==> src/rtl/itoa_pkg.sv <==
// ----------------------------------------------------------------------------
// itoa_pkg
// Shared types, codes and character helpers for the integer to ASCII
// formatter.
// ----------------------------------------------------------------------------
package itoa_pkg;

    localparam int IN_DATA_W           = 64;
    localparam int DEFAULT_VALUE_WIDTH = 64;
    localparam int CHAR_W              = 8;
    localparam int LEN_W               = 5;
    localparam int OUT_DATA_W          = 16;

    localparam logic CMD_HEX = 1'b0;
    localparam logic CMD_DEC = 1'b1;

    localparam logic [CHAR_W-1:0] CHAR_ZERO  = 8'h30;
    localparam logic [CHAR_W-1:0] CHAR_ALPHA = 8'h41;
    localparam logic [CHAR_W-1:0] CHAR_MINUS = 8'h2D;

    typedef struct packed {
        logic dec;
        logic neg;
    } item_ctrl_t;

    function automatic logic [CHAR_W-1:0] digit_char(input logic [3:0] d);
        logic [CHAR_W-1:0] dx;
        dx = {4'b0000, d};
        if (d >= 4'd10) begin
            return CHAR_ALPHA + dx - 8'd10;
        end
        return CHAR_ZERO + dx;
    endfunction

endpackage

==> src/rtl/itoa_front.sv <==
// ----------------------------------------------------------------------------
// itoa_front
// Accepts requests, masks the value, decodes the mode and forms the
// unsigned magnitude and sign for the back end.
// ----------------------------------------------------------------------------
module itoa_front
    import itoa_pkg::*;
#(
    parameter int VALUE_WIDTH = DEFAULT_VALUE_WIDTH
) (
    input  logic                   aclk,
    input  logic                   aresetn,
    input  logic                   s_tvalid,
    output logic                   s_tready,
    input  logic [IN_DATA_W-1:0]   s_tdata,
    input  logic                   s_tuser,
    output logic                   q_valid,
    input  logic                   q_ready,
    output item_ctrl_t             q_ctrl,
    output logic [VALUE_WIDTH-1:0] q_mag
);

    logic                   valid_reg, valid_next;
    item_ctrl_t             ctrl_reg, ctrl_next;
    logic [VALUE_WIDTH-1:0] mag_reg, mag_next;
    logic [VALUE_WIDTH-1:0] raw;
    logic                   accept;

    assign s_tready = !valid_reg || q_ready;
    assign accept   = s_tvalid && s_tready;

    always_comb begin
        raw            = s_tdata[VALUE_WIDTH-1:0];
        ctrl_next.dec  = (s_tuser == CMD_DEC);
        ctrl_next.neg  = ctrl_next.dec && raw[VALUE_WIDTH-1];
        mag_next       = ctrl_next.neg ? (~raw + VALUE_WIDTH'(1)) : raw;
        valid_next     = valid_reg;
        if (accept) begin
            valid_next = 1'b1;
        end else if (q_ready) begin
            valid_next = 1'b0;
        end
    end

    always_ff @(posedge aclk) begin
        if (!aresetn) begin
            valid_reg <= 1'b0;
        end else begin
            valid_reg <= valid_next;
        end
    end

    always_ff @(posedge aclk) begin
        if (accept) begin
            ctrl_reg <= ctrl_next;
            mag_reg  <= mag_next;
        end
    end

    assign q_valid = valid_reg;
    assign q_ctrl  = ctrl_reg;
    assign q_mag   = mag_reg;

endmodule

==> src/rtl/itoa_queue.sv <==
// ----------------------------------------------------------------------------
// itoa_queue
// Two-entry queue that decouples the front end from the back end.
// ----------------------------------------------------------------------------
module itoa_queue
    import itoa_pkg::*;
#(
    parameter int DATA_W = DEFAULT_VALUE_WIDTH + 2
) (
    input  logic              aclk,
    input  logic              aresetn,
    input  logic              in_valid,
    output logic              in_ready,
    input  logic [DATA_W-1:0] in_data,
    output logic              out_valid,
    input  logic              out_ready,
    output logic [DATA_W-1:0] out_data
);

    logic [DATA_W-1:0] entry_reg [2];
    logic              wr_ptr_reg, wr_ptr_next;
    logic              rd_ptr_reg, rd_ptr_next;
    logic [1:0]        count_reg, count_next;
    logic              push, pop;

    assign in_ready  = (count_reg != 2'd2);
    assign out_valid = (count_reg != 2'd0);
    assign out_data  = entry_reg[rd_ptr_reg];
    assign push      = in_valid && in_ready;
    assign pop       = out_valid && out_ready;

    always_comb begin
        wr_ptr_next = push ? !wr_ptr_reg : wr_ptr_reg;
        rd_ptr_next = pop ? !rd_ptr_reg : rd_ptr_reg;
        count_next  = count_reg + 2'(push) - 2'(pop);
    end

    always_ff @(posedge aclk) begin
        if (!aresetn) begin
            wr_ptr_reg <= 1'b0;
            rd_ptr_reg <= 1'b0;
            count_reg  <= 2'd0;
        end else begin
            wr_ptr_reg <= wr_ptr_next;
            rd_ptr_reg <= rd_ptr_next;
            count_reg  <= count_next;
        end
    end

    always_ff @(posedge aclk) begin
        if (push) begin
            entry_reg[wr_ptr_reg] <= in_data;
        end
    end

endmodule

==> src/rtl/itoa_back.sv <==
// ----------------------------------------------------------------------------
// itoa_back
// Converts one magnitude to digits (shift-and-add-3 for decimal, nibble
// load for hex), skips leading zeros and emits the characters.
// ----------------------------------------------------------------------------
module itoa_back
    import itoa_pkg::*;
#(
    parameter int VALUE_WIDTH = DEFAULT_VALUE_WIDTH
) (
    input  logic                   aclk,
    input  logic                   aresetn,
    input  logic                   q_valid,
    output logic                   q_ready,
    input  item_ctrl_t             q_ctrl,
    input  logic [VALUE_WIDTH-1:0] q_mag,
    output logic                   m_valid,
    input  logic                   m_ready,
    output logic [CHAR_W-1:0]      m_char,
    output logic                   m_last,
    output logic [LEN_W-1:0]       m_len
);

    localparam int DEC_DIGITS = (VALUE_WIDTH * 1233) / 4096 + 1;
    localparam int HEX_DIGITS = (VALUE_WIDTH + 3) / 4;
    localparam int DIGITS     = (DEC_DIGITS > HEX_DIGITS) ? DEC_DIGITS : HEX_DIGITS;
    localparam int PTR_W      = $clog2(DIGITS);
    localparam int CNT_W      = $clog2(VALUE_WIDTH);
    localparam int HEX_EXT_W  = 4 * DIGITS;

    typedef enum logic [3:0] {
        ST_IDLE = 4'b0001,
        ST_CONV = 4'b0010,
        ST_SCAN = 4'b0100,
        ST_EMIT = 4'b1000
    } state_t;

    state_t                 state_reg, state_next;
    logic [3:0]             digits_reg [DIGITS];
    logic [3:0]             digits_next [DIGITS];
    logic [3:0]             adj [DIGITS];
    logic [VALUE_WIDTH-1:0] shift_reg, shift_next;
    logic [CNT_W-1:0]       bit_cnt_reg, bit_cnt_next;
    logic [PTR_W-1:0]       ptr_reg, ptr_next;
    logic                   neg_reg, neg_next;
    logic                   sign_pend_reg, sign_pend_next;
    logic [LEN_W-1:0]       total_reg, total_next;
    logic                   m_valid_reg, m_valid_next;
    logic [CHAR_W-1:0]      m_char_reg, m_char_next;
    logic                   m_last_reg, m_last_next;
    logic [LEN_W-1:0]       m_len_reg, m_len_next;
    logic [HEX_EXT_W-1:0]   hex_ext;
    logic                   out_free;
    logic                   is_last;

    assign q_ready  = (state_reg == ST_IDLE);
    assign out_free = !m_valid_reg || m_ready;
    assign hex_ext  = HEX_EXT_W'(q_mag);

    always_comb begin
        state_next     = state_reg;
        digits_next    = digits_reg;
        shift_next     = shift_reg;
        bit_cnt_next   = bit_cnt_reg;
        ptr_next       = ptr_reg;
        neg_next       = neg_reg;
        sign_pend_next = sign_pend_reg;
        total_next     = total_reg;
        m_valid_next   = m_valid_reg;
        m_char_next    = m_char_reg;
        m_last_next    = m_last_reg;
        m_len_next     = m_len_reg;
        is_last        = 1'b0;

        for (int i = 0; i < DIGITS; i++) begin
            adj[i] = (digits_reg[i] >= 4'd5) ? digits_reg[i] + 4'd3 : digits_reg[i];
        end

        if (m_ready) begin
            m_valid_next = 1'b0;
        end

        case (state_reg)
            ST_IDLE: begin
                if (q_valid) begin
                    neg_next       = q_ctrl.neg;
                    sign_pend_next = q_ctrl.neg;
                    if (q_ctrl.dec) begin
                        shift_next   = q_mag;
                        bit_cnt_next = '0;
                        for (int i = 0; i < DIGITS; i++) begin
                            digits_next[i] = 4'd0;
                        end
                        state_next = ST_CONV;
                    end else begin
                        for (int i = 0; i < DIGITS; i++) begin
                            digits_next[i] = hex_ext[4*i +: 4];
                        end
                        ptr_next   = PTR_W'(HEX_DIGITS - 1);
                        state_next = ST_SCAN;
                    end
                end
            end
            ST_CONV: begin
                digits_next[0] = {adj[0][2:0], shift_reg[VALUE_WIDTH-1]};
                for (int i = 1; i < DIGITS; i++) begin
                    digits_next[i] = {adj[i][2:0], adj[i-1][3]};
                end
                shift_next   = shift_reg << 1;
                bit_cnt_next = bit_cnt_reg + CNT_W'(1);
                if (bit_cnt_reg == CNT_W'(VALUE_WIDTH - 1)) begin
                    ptr_next   = PTR_W'(DEC_DIGITS - 1);
                    state_next = ST_SCAN;
                end
            end
            ST_SCAN: begin
                if ((digits_reg[ptr_reg] == 4'd0) && (ptr_reg != '0)) begin
                    ptr_next = ptr_reg - PTR_W'(1);
                end else begin
                    total_next = LEN_W'(neg_reg) + LEN_W'(ptr_reg) + LEN_W'(1);
                    state_next = ST_EMIT;
                end
            end
            ST_EMIT: begin
                if (out_free) begin
                    m_valid_next = 1'b1;
                    if (sign_pend_reg) begin
                        sign_pend_next = 1'b0;
                        m_char_next    = CHAR_MINUS;
                    end else begin
                        m_char_next = digit_char(digits_reg[ptr_reg]);
                        is_last     = (ptr_reg == '0);
                        if (is_last) begin
                            state_next = ST_IDLE;
                        end else begin
                            ptr_next = ptr_reg - PTR_W'(1);
                        end
                    end
                    m_last_next = is_last;
                    m_len_next  = is_last ? total_reg : '0;
                end
            end
            default: begin
                state_next = ST_IDLE;
            end
        endcase
    end

    always_ff @(posedge aclk) begin
        if (!aresetn) begin
            state_reg     <= ST_IDLE;
            m_valid_reg   <= 1'b0;
            sign_pend_reg <= 1'b0;
            neg_reg       <= 1'b0;
        end else begin
            state_reg     <= state_next;
            m_valid_reg   <= m_valid_next;
            sign_pend_reg <= sign_pend_next;
            neg_reg       <= neg_next;
        end
    end

    always_ff @(posedge aclk) begin
        digits_reg  <= digits_next;
        shift_reg   <= shift_next;
        bit_cnt_reg <= bit_cnt_next;
        ptr_reg     <= ptr_next;
        total_reg   <= total_next;
        m_char_reg  <= m_char_next;
        m_last_reg  <= m_last_next;
        m_len_reg   <= m_len_next;
    end

    assign m_valid = m_valid_reg;
    assign m_char  = m_char_reg;
    assign m_last  = m_last_reg;
    assign m_len   = m_len_reg;

endmodule

==> src/rtl/integer_to_ascii_formatter_core.sv <==
// ----------------------------------------------------------------------------
// integer_to_ascii_formatter_core
// Formats a value as uppercase hex or signed decimal ASCII, one character
// per output transfer, most significant first.
// ----------------------------------------------------------------------------
// A request passes the front register and the queue; the back end then
// loads the hex nibbles, or runs shift-and-add-3 over all VALUE_WIDTH bits
// in decimal, scans off leading zeros (up to 16 hex or 20 decimal digits at
// the default width) and puts each character in the output register once free.
// The back end takes a new request only when idle, after its last character
// is registered; up to 3 more requests wait in the front register and the queue.
// Reset: synchronous active-low aresetn empties the front register, the queue,
// the back-end state machine and the output register.
// ----------------------------------------------------------------------------
module integer_to_ascii_formatter_core
    import itoa_pkg::*;
#(
    parameter int VALUE_WIDTH = DEFAULT_VALUE_WIDTH
) (
    input  logic                  aclk,
    input  logic                  aresetn,
    input  logic                  s_tvalid,
    output logic                  s_tready,
    input  logic [IN_DATA_W-1:0]  s_tdata,   // [63:0] value
    input  logic                  s_tuser,   // [0] cmd
    output logic                  m_tvalid,
    input  logic                  m_tready,
    output logic [OUT_DATA_W-1:0] m_tdata,   // [7:0] character, [12:8] length
    output logic                  m_tlast
);

    localparam int ITEM_W = VALUE_WIDTH + $bits(item_ctrl_t);

    logic                   f_valid, f_ready;
    item_ctrl_t             f_ctrl, b_ctrl;
    logic [VALUE_WIDTH-1:0] f_mag, b_mag;
    logic                   b_valid, b_ready;
    logic [ITEM_W-1:0]      b_data;
    logic [CHAR_W-1:0]      m_char;
    logic [LEN_W-1:0]       m_len;

    itoa_front #(
        .VALUE_WIDTH(VALUE_WIDTH)
    ) u_front (
        .aclk    (aclk),
        .aresetn (aresetn),
        .s_tvalid(s_tvalid),
        .s_tready(s_tready),
        .s_tdata (s_tdata),
        .s_tuser (s_tuser),
        .q_valid (f_valid),
        .q_ready (f_ready),
        .q_ctrl  (f_ctrl),
        .q_mag   (f_mag)
    );

    itoa_queue #(
        .DATA_W(ITEM_W)
    ) u_queue (
        .aclk     (aclk),
        .aresetn  (aresetn),
        .in_valid (f_valid),
        .in_ready (f_ready),
        .in_data  ({f_ctrl, f_mag}),
        .out_valid(b_valid),
        .out_ready(b_ready),
        .out_data (b_data)
    );

    assign b_ctrl = b_data[ITEM_W-1:VALUE_WIDTH];
    assign b_mag  = b_data[VALUE_WIDTH-1:0];

    itoa_back #(
        .VALUE_WIDTH(VALUE_WIDTH)
    ) u_back (
        .aclk    (aclk),
        .aresetn (aresetn),
        .q_valid (b_valid),
        .q_ready (b_ready),
        .q_ctrl  (b_ctrl),
        .q_mag   (b_mag),
        .m_valid (m_tvalid),
        .m_ready (m_tready),
        .m_char  (m_char),
        .m_last  (m_tlast),
        .m_len   (m_len)
    );

    assign m_tdata = {(OUT_DATA_W - CHAR_W - LEN_W)'(0), m_len, m_char};

    a_len_on_last: assert property (@(posedge aclk) disable iff (!aresetn)
        (m_tvalid && m_tlast) |-> (m_len != '0))
        else $error("length missing on last character");

    a_len_zero_mid: assert property (@(posedge aclk) disable iff (!aresetn)
        (m_tvalid && !m_tlast) |-> (m_len == '0))
        else $error("length set on a non-final character");

    a_sign_not_last: assert property (@(posedge aclk) disable iff (!aresetn)
        (m_tvalid && (m_char == CHAR_MINUS)) |-> !m_tlast)
        else $error("sign emitted as final character");

    a_hold_stall: assert property (@(posedge aclk) disable iff (!aresetn)
        (m_tvalid && !m_tready) |=> (m_tvalid && $stable(m_tdata) && $stable(m_tlast)))
        else $error("output changed while stalled");

endmodule

==> config.mk <==
export PLATFORM = sky130hd
export DESIGN_NAME = integer_to_ascii_formatter_core
export DESIGN_NICKNAME = d
export VERILOG_FILES = /design/src/rtl/itoa_pkg.sv /design/src/rtl/itoa_front.sv /design/src/rtl/itoa_queue.sv /design/src/rtl/itoa_back.sv /design/src/rtl/integer_to_ascii_formatter_core.sv
export SDC_FILE = /design/constraint.sdc
export NUM_CORES = 1
export LEC_CHECK = 0
export ABC_AREA = 1
export ABC_CLOCK_PERIOD_IN_PS = 6200
export BUFFER_PORTS_ARGS = -buffer_cell sky130_fd_sc_hd__buf_2
export CAP_MARGIN = 40
export CORE_UTILIZATION = 54
export DETAILED_ROUTE_END_ITERATION = 7
export PLACE_DENSITY = 0.78
export SKIP_LAST_GASP = 1
export SLEW_MARGIN = 15
export SYNTH_ARGS = -nofsm -noshare
export SYNTH_HDL_FRONTEND = slang
export SYNTH_SLANG_ARGS = --single-unit
==> constraint.sdc <==
create_clock -name aclk -period 6.2 [get_ports aclk]
set_input_delay 1.24 -clock aclk [delete_from_list [all_inputs] [get_ports aclk]]
set_output_delay 1.24 -clock aclk [all_outputs]
set_load 0.02 [all_outputs]
Word level (Yosys, flattened, before mapping)
Memories as Yosys holds them, arrays and structs flattened. A register that Yosys moved wholly into a read port is not among the register bits.
Cells that the tools add are included.

operators by class
  equal/unequal tests = 16
  reductions and logical operators = 27
  div/mod/pow operators = 0
  multipliers = 0
  $add $sub $neg = 30
  magnitude comparators = 22
  shifts and indexed selects = 0
  muxes and demuxes = 70
  bitwise logic cells = 3

operators with widths
  operator               number
  $mux 64                3
  $mux 80                2
  $pmux 80 s2            1
  $pmux 64 s2            1
  $mux 4                 27
  $ge 4x3->1 const B     20
  $add 4x2->4 const B    19
  $add 64x1->64 const B  1
  $not 64->64            1
  $mux 5                 7
  $bmux 4 s5             1
  $pmux 5 s4             1
  $mux 1                 18
  $mux 8                 2
  $pmux 4 s4             1
  $mux 6                 2
  $ne 2x2->1 const B     6
  $pmux 6 s2             1
  $ne 2x1->1 const B     5
  $add 7x4->8 const A    1
  $reduce_and 2->1       4
  $reduce_and 8->1       1
  $reduce_bool 2->1      4
  $sub 8x4->8 const B    1
  28 further kinds       38

word-level totals
  register bits after elaboration = 252
  memory bits (writable) = 132
  logic and storage cells = 207
  memories kept = 1
  bits in latches = 0
  memory bits (read-only) = 0
  output and inout bits = 19

memory list
  memory             depth  width  read ports  clocked after Yosys merged registers in  write ports  line              source
  u_queue.entry_reg  2      66     1           1                                        1            itoa_queue.sv:20  logic [DATA_W-1:0] entry_reg [2];

Longest topological paths before layout
Gate-level depths: netlist of the first run.

  depth in word-level cells = 10
  mapped depth = 19

Modules after synthesis
Synthesis of the first run repeated with hierarchy kept, for this count alone.

unflattened totals
  cell total of the unflattened synthesis = 1985
  area, all modules = 19895.3 um2

modules (own cells, without submodules)
  module                           sequential area each (um2)  instances  area an instance (um2)  cells an instance
  itoa_back                        5335.1                      1          10377.5                 1200
  itoa_queue                       4063.9                      1          5156.2                  241
  itoa_front                       2001.9                      1          4335.4                  540
  integer_to_ascii_formatter_core  0.0                         1          26.3                    4

Least setup slack after synthesis of the first run
OpenSTA, ideal clock, no wires.

  kind = input to register
  start = input port m_tready
  end = register u_back.digits_reg[0] (netlist name), enable pin
  data arrival time = 3.498 ns
  path slack = 2.261 ns
  stages = 6
  path buffers = 0
  path through = inv_1 -> nand3_1 -> o211ai_1 -> nor2_2 -> inv_1 -> nand2_1

RTL lines
  element               line                                   source
  start, declared       integer_to_ascii_formatter_core.sv:27  input logic m_tready,
  end signal, assigned  itoa_back.sv:164                       digits_reg <= digits_next;
  end, declared         itoa_back.sv:39                        logic [3:0] digits_reg [DIGITS];

Worst setup path in the final report of the first run
  start = register u_back.ptr_reg[1]
  end = register u_back.ptr_reg[2], enable pin

on the way
  cells in the longest elaborated chain, start to end = 8
  elaborated cells between the ends (all ways) = 11

ends and longest elaborated chain
  element                                    line              source
  start, declared                            itoa_back.sv:44   logic [PTR_W-1:0] ptr_reg, ptr_next;
  start signal, assigned                     itoa_back.sv:167  ptr_reg <= ptr_next;
  $not 5->6 (implied by the code)            itoa_back.sv:117  if ((digits_reg[ptr_reg] == 4'd0) && (ptr_reg != '0)) begin
  $bmux 4 s5                                 itoa_back.sv:117
  $mux 4 (implied by the code) (2 in a row)  itoa_back.sv:117
  $logic_not 4->1                            itoa_back.sv:117
  $logic_and 1x1->1                          itoa_back.sv:117
  $ne 2x1->1 (no source line)                n/a
  $reduce_and 8->1 (no source line) *        n/a

Mark *: on every way between the ends. The rest lies on a longest branch, timed or not. The select of a mux whose other input is x is not followed.
A chain may end at the register's enable or synchronous reset.

==> results of run 1 <==
==> area by class of cell <==
type / instances / area [sq um] / share of cell area
inverters: 234 / 880.8 / 0.04115
clock buffers: 49 / 1022 / 0.04776
repair buffers: 101 / 654.4 / 0.03057
well taps: 455 / 569.3 / 0.02660
flip-flops and latches: 384 / 11400 / 0.5327
clock inverters: 19 / 148.9 / 0.006956
multi-input cells: 1183 / 6728 / 0.3143
==> metal layers <==
layer / track usage / vias up
met5: 0 / -
met4: 0.07538 / 0
met3: 0.03048 / 74
met2: 0.3671 / 499
met1: 0.3225 / 6315
li1: - / 6520
==> placed cells by master, fill, tap and decap left out, drive strengths merged <==
cell,count
nand2,406
edfxtp,371
inv,235
o21ai,159
nor2,137
buf,101
nand3,89
xor2,71
a21oi,69
mux2,65
ha,50
clkbuf,49
nor3,26
nand4,19
xnor2,17
o22ai,17
clkinv,17
nor4,16
o32ai,15
dfxtp,13
or2,4
conb,4
o211ai,3
nand3b,3
a31oi,3
o31ai,3
o2111ai,2
o21a,2
a21boi,1
and3,1
nor3b,1
bufinv,1
==> per-stage QoR <==
| stage | cell area, sq um | setup WS (ns) |
|---|---|---|
| global placement | 20080 | 2.768 |
| detailed placement | 20200 | 2.562 |
| CTS | 21370 | 2.572 |
| finish | 21410 | 2.717 |
| global route | 21410 | 2.423 |
| floorplan | 19280 | 2.261 |
==> kinds of logic after synthesis <==
family	after synthesis	share of synthesized area
other cells	1	0.0001946
compound gates	274	0.07888
simple gates	702	0.1571
flops	384	0.5916
fa+ha+maj	50	0.03246
buf+inv	295	0.06181
mux	65	0.03798
xor+xnor	88	0.03999
==> power groups by stage <==
stage	Combinational [W]	Sequential [W]	Clock, W
floorplan	0.00210	0.00428	0
global placement	0.00265	0.00436	0
detailed placement	0.00284	0.00438	0
CTS	0.00287	0.00434	0.00221
global route	0.00326	0.00443	0.00230
finish	0.00288	0.00434	0.00217
==> worst paths after layout <==
kind,startpoint,end,cells after the start
worst max-delay path,u_back.ptr_reg[1],u_back.ptr_reg[2],15
worst min-delay path,u_front.q_mag[41],u_queue.entry_reg[1][41],0
worst max register to register,u_back.ptr_reg[1],u_back.ptr_reg[2],15
worst min register to register,u_front.q_mag[41],u_queue.entry_reg[1][41],0
==> worst max-delay path: cells and delay by family (launching register included) <==
kind	cells	cell delay, ns
AOI/OAI and AO/OA	4	0.56
and+or+nand+nor	6	0.92
adders and majority gates	1	0.21
buffers and inverters	4	0.87
DFF	1	0.55
==> summary.md, run 1 <==
| Metric | Value |
|---|---|
| Status | `completed` |
| VDD IR-drop max | `0.2883 mV` |
| GRT Total Usage | `0.2289` |
| Setup tns final | `0 ns` |
| Async SR Flop Fraction | `0` |
| Post-synthesis cell count | `1859` |
| Startpoint types | `register` |
| Switch share | `0.3552` |
| Clock buffer depth | `3` |
| Post-CTS Setup Bufs | `0` |
| Primary FF master, synth | `edfxtp_1` |
| Number of flops mapped to enable cells by yosys | `371` |
| Top Metal Used | `met4` |
| Crit-path slowest cell | `edfxtp_1` |
| Core Box Area | `34800 sq um` |
| GRT overflow | `0` |
| Iteration-0 DRC Markers | `1126` |
| Post-Syn Area | `19270 sq um` |
| Cells taking the most area after synthesis | `edfxtp_1 58%, nand2_1 7.8%, inv_1 4.4%` |
| Initial antenna violation count | `0` |
| Worst endpoint required time | `6.39 ns` |
| Met3 WL | `2620 microns` |
| Largest net degree at the start of global routing | `75` |
| Vias in the first global route | `13050` |
| First-pass GRT wire length | `65730 microns` |
| Row cnt | `68` |
| Post_cts resized | `0` |
| Yosys warning total | `0` |
| Clock Sinks | `384` |
| Highest clock rate | `287.1 MHz` |
| Total number of vias | `13410` |
| Worst-path clk slew | `0.06 ns` |
| Synthesized flop and latch total | `384` |
| Sequential power share | `0.463` |
| Top cell type's share of synthesized area | `0.5781` |
| Hold_ws | `0.4316 ns` |
| Net Sw Power | `0.003336 W` |
| Final hold vios | `0` |
| Sequential area share after synthesis | `0.5916` |
| Reg2Reg Setup Slack | `2.72 ns` |
| Max reg flops | `132` |
| Clock Latency Late Sink | `0.55 ns` |
| Combinational share of power | `0.306` |
| Cts hold-fix bufs | `0` |
| Worst Path Arrival | `3.68 ns` |
| ANT nets after route | `0` |
| Netlist cell types | `51` |
| Width of the die | `190.9 microns` |
| Crit path kind | `reg2reg` |
| Hold Path Class | `reg2reg` |
| Clk pwr share | `0.231` |
| DRC | `0` |
| Most numerous cell in the Yosys netlist | `nand2_1` |
| Area delta synth->final | `11.07%` |
| Worst-Margin Slew | `0.8257 ns` |
| Critical-path cell list | `buf_6 > inv_2 > a21oi_1 > o21ai_0 > nand2_1 > nand2_1 > nand3_1 > nor2_1 > o22ai_2 > inv_1 > ha_1 > nand3_2 > o21ai_0 > inv_1 > nor2_1` |
| TritonCTS Buffers | `38` |
| Antenna Cells | `0` |
| CTS root buffer | `clkbuf_16` |
| Final Util | `0.6151` |
| Port-buffer cells | `83` |
| Die Ht | `190.9 microns` |
| Pwr dens | `438.8 nW/um^2` |
| Unrepaired setup endpoints after global routing | `false` |
| Initial core utilization | `0.5538` |
| Avg Cell Area, Syn | `10.37 sq um` |
| Maxcap violations | `0` |
| CTS tree | `built` |
| Rel. slew slack | `0.4495` |
| Final min period | `3.483 ns` |
| Ports | `88` |
| Leakage | `8.603 nW` |
| Slew Viols, Final | `0` |
| Clock Skew | `0.01975 ns` |
| Nets | `2061` |
| Non-filler instance count after layout | `2425` |
| Top post-synthesis cells by count | `398 x nand2_1, 371 x edfxtp_1, 226 x inv_1, 151 x o21ai_0, 127 x nor2_1` |
| CP Capture Type | `register` |
| Period utilization | `0.5618` |
| Die Footprint | `36450 sq um` |
| Drt total wl | `41240 microns` |
| Layout cells sized above 1 | `0.1371` |
| Placed cells | `2355` |
| RD Place Congestion | `1.028` |
| Biggest area consumer among synthesized cells | `edfxtp_1` |
| DPL Wire Length | `28830 microns` |
| M1 WL | `18460 microns` |
| Met2 WL | `19070 microns` |
| Vias per Instance | `5.529` |
| CP max FO | `22` |
| Worst path max stage delay | `0.55 ns` |
| # setup viols final | `0` |
| Fill cells | `2698` |
| WL/cell | `17.01 microns` |
| Total power | `0.009393 W` |
| Cell Int Power | `0.006057 W` |
| Clock H-tree levels | `2` |
| DR pass1 iterations | `5` |
Power figures use the tool's default switching activity.
==> run 2, diff against run 1 <==
Settings changed: ABC_CLOCK_PERIOD_IN_PS 6200 to 3050, PLACE_DENSITY 0.78 to 0.81.
Clock period 6.2 ns to 3.05 ns, I/O delays scaled along.
==> run 2 against run 1 <==
Maximum frequency rose by 24%. Worst hold slack got worse by 0.12 ns. Die area did not move. Setup slack got worse by 2.5 ns. Critical path depth fell by 1. Clock power rose by 110%. Critical endpoint is now u_back.ptr_reg[0]. Highest routed layer unchanged.
==> summary.md, run 2 (synthesis results as in run 1) <==
| Metric | Value |
|---|---|
| Row cnt | `68` |
| Sequential power share | `0.456` |
| VDD IR-drop max | `0.7732 mV` |
| Unrepaired setup endpoints after global routing | `false` |
| Clock buffer depth | `3` |
| Clock H-tree levels | `2` |
| Port-buffer cells | `83` |
| Iteration-0 DRC Markers | `924` |
| Commonest non-fill, non-tap cell in the layout | `nand2_1` |
| RD Place Congestion | `0.9106` |
| # setup viols final | `0` |
| Hold Path Class | `in2reg` |
| Total number of vias | `13440` |
| Crit path kind | `reg2reg` |
| Leakage | `8.647 nW` |
| Worst-path clk slew | `0.06 ns` |
| Largest net degree at the start of global routing | `98` |
| CP Capture Type | `register` |
| Clk pwr share | `0.236` |
| ANT nets after route | `0` |
| GRT Total Usage | `0.2282` |
| Width of the die | `190.9 microns` |
| Initial core utilization | `0.5538` |
| Final min period | `2.800 ns` |
| Rel. slew slack | `0.4301` |
| Placed cells | `2364` |
| Area delta synth->final | `11.51%` |
| Combinational share of power | `0.308` |
| Clock Sinks | `384` |
| Initial antenna violation count | `0` |
| Core Box Area | `34800 sq um` |
| Die Ht | `190.9 microns` |
| CTS tree | `built` |
| Setup tns final | `0 ns` |
| Post-CTS Setup Bufs | `0` |
| Clock Skew | `0.01359 ns` |
| Net Sw Power | `0.006837 W` |
| Cell Int Power | `0.01247 W` |
| Final hold vios | `0` |
| Final worst slack | `0.2501 ns` |
| Ports | `88` |
| WL/cell | `16.96 microns` |
| Startpoint types | `register` |
| Most frequent cells in the layout | `397 x nand2_1, 371 x edfxtp_1, 225 x inv_1` |
| DRC | `0` |
| GRT overflow | `0` |
| Fill cells | `2759` |
| CTS root buffer | `clkbuf_16` |
| Non-filler instance count after layout | `2432` |
| Slew Viols, Final | `0` |
| Vias per Instance | `5.524` |
| Maxcap violations | `0` |
| Worst endpoint required time | `3.27 ns` |
| Period utilization | `0.9180` |
| Pwr dens | `898.2 nW/um^2` |
| Pre-CTS setup slack | `0.1111 ns` |
| Hold_ws | `0.3154 ns` |
| Drt total wl | `41240 microns` |
| Cts hold-fix bufs | `0` |
| Worst-Margin Slew | `0.8548 ns` |
| Max reg flops | `132` |
| DR pass1 iterations | `5` |
| DPL Wire Length | `29220 microns` |
| Layout cells sized above 1 | `0.1421` |
| First-pass GRT wire length | `66050 microns` |
| Final Util | `0.6176` |
| CP max FO | `27` |
| Highest clock rate | `357.1 MHz` |
| Post_cts resized | `0` |
| Clock Latency Late Sink | `0.53 ns` |
| Status | `completed` |
| Worst Path Arrival | `3.02 ns` |
| Die Footprint | `36450 sq um` |
| Nets | `2070` |
| Antenna Cells | `0` |
| TritonCTS Buffers | `40` |
| Switch share | `0.3542` |
| Vias in the first global route | `13090` |
-- run 2: changes by cell type in the layout (fill, tap and decap cells not counted), moves of 2 or more --
cell / delta
buf_12: +5
buf_16: -4
buf_4: +7
clkbuf_16: +2
clkbuf_8: -2
clkinv_1: -4
clkinv_2: -3
clkinvlp_4: +3
inv_16: -2
inv_6: +4
-- run 2: cell type report --
class	count	area (sq um)	area share
sequential	384	11400	0.5306
multi-input combinational	1183	6735	0.3134
clock buffer	50	1049	0.04879
inverter	234	883.3	0.04110
timing repair buffer	108	685.7	0.03191
tap	455	569.3	0.02649
clock inverter	18	166.4	0.007743
-- run 2: final timing paths --
check | from | to | slack (ns) | cells past startpoint
worst max-delay path | u_back.ptr_reg[0] | u_back.ptr_reg[0] | 0.25 | 14
worst min-delay path | s_tdata[0] | u_front.q_mag[0] | 0.32 | 1
worst max register to register | u_back.ptr_reg[0] | u_back.ptr_reg[0] | 0.25 | 14
worst min register to register | u_front.q_mag[36] | u_queue.entry_reg[1][36] | 0.44 | 0
-- run 2: metal layers --
metal	GRT usage	share of wire	vias to the layer above
met4	0.06215	0.020	0
met5	0	0	-
met1	0.3142	0.44	6359
met3	0.02680	0.063	63
li1	-	-	6531
met2	0.3827	0.48	482
-- run 2: power groups by stage --
stage	logic (W)	registers, W	clock network [W]
detailed placement	0.00583	0.00887	0
global route	0.00668	0.00895	0.00481
CTS	0.00589	0.00878	0.00462
floorplan	0.00429	0.00863	0
finish	0.00595	0.00880	0.00456
global placement	0.00558	0.00876	0
-- run 2: through the flow --
step / power (W) / area [sq um]
CTS: 0.01929 / 21480
floorplan: 0.01292 / 19290
global placement: 0.01434 / 20240
finish: 0.01930 / 21490
global route: 0.02044 / 21490
detailed placement: 0.01470 / 20270
-- run 2: critical path: stages (launching register included) --
cell and delay [ns]:
edfxtp_1 0.45, buf_4 0.29, a21oi_1 0.10, o21ai_0 0.09, nand2_1 0.09, nand2_1 0.06
nand3_1 0.08, nor2_1 0.14, o22ai_2 0.11, inv_1 0.12, ha_1 0.21, nand3_2 0.12
o21ai_0 0.24, inv_1 0.19, nor2_4 0.20
==> run 3, diff against run 2 <==
Settings changed: CORE_ASPECT_RATIO set to 1.75, SYNTH_HIERARCHICAL set to 1, TNS_END_PERCENT set to 5.
==> run 3 against run 2 <==
Clock skew increased by 0.0012 ns. Global-route usage increased by 1.4 points. Setup slack improved by 0.032 ns. Maximum frequency increased by 1.2%. Power decreased by 1.3%. Sequential cell count unchanged. Register-to-register slack improved by 0.03 ns. Clock power decreased by 4%. Core utilization decreased by 0.80 points. Worst hold slack got worse by 0.030 ns.
==> summary.md, run 3 <==
| Metric | Value |
|---|---|
| Switch share | `0.3545` |
| Net Sw Power | `0.006756 W` |
| Initial antenna violation count | `0` |
| Final worst slack | `0.2820 ns` |
| Port-buffer cells | `83` |
| Vias per Instance | `5.505` |
| CTS tree | `built` |
| Clock Latency Late Sink | `0.53 ns` |
| Post-synthesis cell count | `1985` |
| R2R cell count | `14` |
| Total number of vias | `14130` |
| Die Ht | `255.9 microns` |
| Yosys warning total | `6` |
| Top post-synthesis cells by count | `492 x nand2_1, 371 x edfxtp_1, 240 x inv_1, 176 x nor2_1, 151 x o21ai_0` |
| Pwr dens | `865.1 nW/um^2` |
| Iteration-0 DRC Markers | `1089` |
| Post-CTS Setup Bufs | `0` |
| Startpoint types | `register` |
| Design area | `22030 sq um` |
| Multi-input logic area | `7236 sq um` |
| Avg Cell Area, Syn | `10.02 sq um` |
| Most numerous cell in the Yosys netlist | `nand2_1` |
| Final hold vios | `0` |
| Die Footprint | `37640 sq um` |
| Final min period | `2.768 ns` |
| WL/cell | `17.59 microns` |
| Pre-CTS setup slack | `0.3021 ns` |
| VDD IR-drop max | `0.5274 mV` |
| CP delay by family, top | `simple AND/OR/NAND/NOR gates` |
| Cts hold-fix bufs | `0` |
| Critical path depth | `14` |
| Netlist cell types | `50` |
| Worst path bufs/invs | `2` |
| Area delta synth->final | `10.74%` |
| Placed cells | `2504` |
| Slew Viols, Final | `0` |
| Leakage | `9.076 nW` |
| Sequential area share after synthesis | `0.5730` |
| Ports | `88` |
| Number of flops mapped to enable cells by yosys | `371` |
| Biggest area consumer among synthesized cells | `edfxtp_1` |
| Maxcap violations | `0` |
| Final Util | `0.6096` |
| Max reg flops | `132` |
| RD Place Congestion | `0.9167` |
| Worst-path clk slew | `0.07 ns` |
| Worst-Margin Slew | `0.9157 ns` |
| Setup tns final | `0 ns` |
| Core Box Area | `36140 sq um` |
| Highest clock rate | `361.3 MHz` |
| Non-filler instance count after layout | `2566` |
| TritonCTS Buffers | `34` |
| GRT Total Usage | `0.2423` |
| Drt total wl | `45140 microns` |
| Worst path max stage delay | `0.49 ns` |
| Worst Path Arrival | `2.95 ns` |
| RR Endpoint | `u_back/ptr_reg[4]` |
| Storage cell area | `11400 sq um` |
| Post-Syn Area | `19900 sq um` |
| DPL Wire Length | `33030 microns` |
| Layout cells sized above 1 | `0.1374` |
| Initial core utilization | `0.5504` |
| ANT nets after route | `0` |
| Status | `completed` |
| Combinational share of power | `0.324` |
| CTS root buffer | `clkbuf_16` |
| Primary FF master, synth | `edfxtp_1` |
| Worst setup path end | `u_back/ptr_reg[4]` |
| CP max FO | `34` |
| Clock H-tree levels | `2` |
| Async SR Flop Fraction | `0` |
| Synthesized flop and latch total | `384` |
| Top cell type's share of synthesized area | `0.5600` |
| CP Capture Type | `register` |
| Cell Int Power | `0.01230 W` |
| Post_cts resized | `0` |
| Crit path kind | `reg2reg` |
| Crit-path slowest cell | `edfxtp_1` |
| Critical-path cell list | `inv_6 > a21oi_1 > o21ai_0 > nand2_1 > nand2_1 > nand2_1 > nor2_1 > o22ai_2 > inv_1 > ha_1 > nand2_1 > nor2_2 > a21oi_1 > nor2_1` |
| Worst endpoint required time | `3.23 ns` |
| Commonest non-fill, non-tap cell in the layout | `nand2_1` |
| Fill cells | `2890` |
| # setup viols final | `0` |
| Width of the die | `147.1 microns` |
| Reg2Reg Setup Slack | `0.28 ns` |
| CP startpoint | `u_back/ptr_reg[0]` |
| Unrepaired setup endpoints after global routing | `false` |
| Sequential power share | `0.446` |
| Hold Path Class | `in2reg` |
| DR pass1 iterations | `5` |
| Clock Skew | `0.01476 ns` |
| FF-to-FF Start | `u_back/ptr_reg[0]` |
| Largest net degree at the start of global routing | `83` |
| GRT overflow | `0` |
| Placed inst area | `20880 sq um` |
| Clock buffer depth | `3` |
| Nets | `2190` |
| CP most frequent cell | `nand2_1` |
| Clk pwr share | `0.230` |
| Row cnt | `92` |
| Rel. slew slack | `0.3831` |
| Cells taking the most area after synthesis | `edfxtp_1 56%, nand2_1 9.3%, inv_1 4.5%` |
| Clock Sinks | `384` |
| Vias in the first global route | `13920` |
| Period utilization | `0.9075` |
| DRC | `0` |
| Most frequent cells in the layout | `491 x nand2_1, 371 x edfxtp_1, 238 x inv_1` |
| Antenna Cells | `0` |
| First-pass GRT wire length | `71270 microns` |
[run 3: cell types whose count changed after synthesis, moves of 14 or more]
cell     before  now
inv_1       226  240
nor4_1       15    1
xor2_1       71   46
mux2_4        0   40
nor2_1      127  176
nand2_1     398  492
mux2_2       65   26
[run 3: layout make-up]
class | instances | area share
Sequential cell | 384 | 0.5176
Multi-Input combinational cell | 1297 | 0.3284
Inverter | 243 | 0.04168
Clock buffer | 38 | 0.04026
Timing Repair Buffer | 111 | 0.03441
Tap cell | 470 | 0.02669
Clock inverter | 23 | 0.01090
[run 3: power by group through the flow]
| stage | registers, W | clock network, W | logic [W] |
|---|---|---|---|
| 2_1_floorplan | 0.00842 | 0 | 0.00451 |
| 3_3_place_gp | 0.00851 | 0 | 0.00580 |
| 3_5_place_dp | 0.00859 | 0 | 0.00607 |
| 4_1_cts | 0.00850 | 0.00447 | 0.00613 |
| 5_1_grt | 0.00865 | 0.00464 | 0.00688 |
| 6_report | 0.00851 | 0.00438 | 0.00617 |
[run 3: worst min-delay path by stage]
stage / startpoint / endpoint / slack, ns / depth (start not counted)
after floorplan: u_front/q_mag[0] / u_queue/entry_reg[0][0] / 0.42 / 0
final: s_tdata[0] / u_front/q_mag[0] / 0.29 / 1
after CTS: s_tdata[0] / u_front/q_mag[0] / 0.26 / 1
after detailed placement: u_front/q_mag[33] / u_queue/entry_reg[0][33] / 0.43 / 0
after global routing: s_tdata[0] / u_front/q_mag[0] / 0.28 / 1
after global placement: u_front/q_mag[6] / u_queue/entry_reg[0][6] / 0.42 / 0
[run 3: metal layers]
layer  global-route usage  wire, microns  vias to the layer above
li1                     -              -                     6832
met3              0.02299           1681                      152
met2               0.4439          24000                      488
met4               0.1598           2997                        0
met5                    0              0                        -
met1               0.2621          16470                     6655
[run 3: kinds of logic (layout without fill, tap and decap cells)]
kind of cell / Yosys count / in the layout / synth area share
other cells: 2 / 4 / 0.0003775
flops: 384 / 384 / 0.5730
simple gates: 840 / 840 / 0.1788
compound gates: 275 / 275 / 0.07855
fa+ha+maj: 50 / 50 / 0.03144
mux: 66 / 66 / 0.04490
buf+inv: 306 / 415 / 0.06559
xor+xnor: 62 / 62 / 0.02729
[run 3: metrics by stage]
stage | hold WS [ns] | power, W
floorplan | 0.4215 | 0.01292
global placement | 0.4240 | 0.01431
detailed placement | 0.4290 | 0.01466
CTS | 0.2647 | 0.01910
global route | 0.2751 | 0.02017
finish | 0.2858 | 0.01906
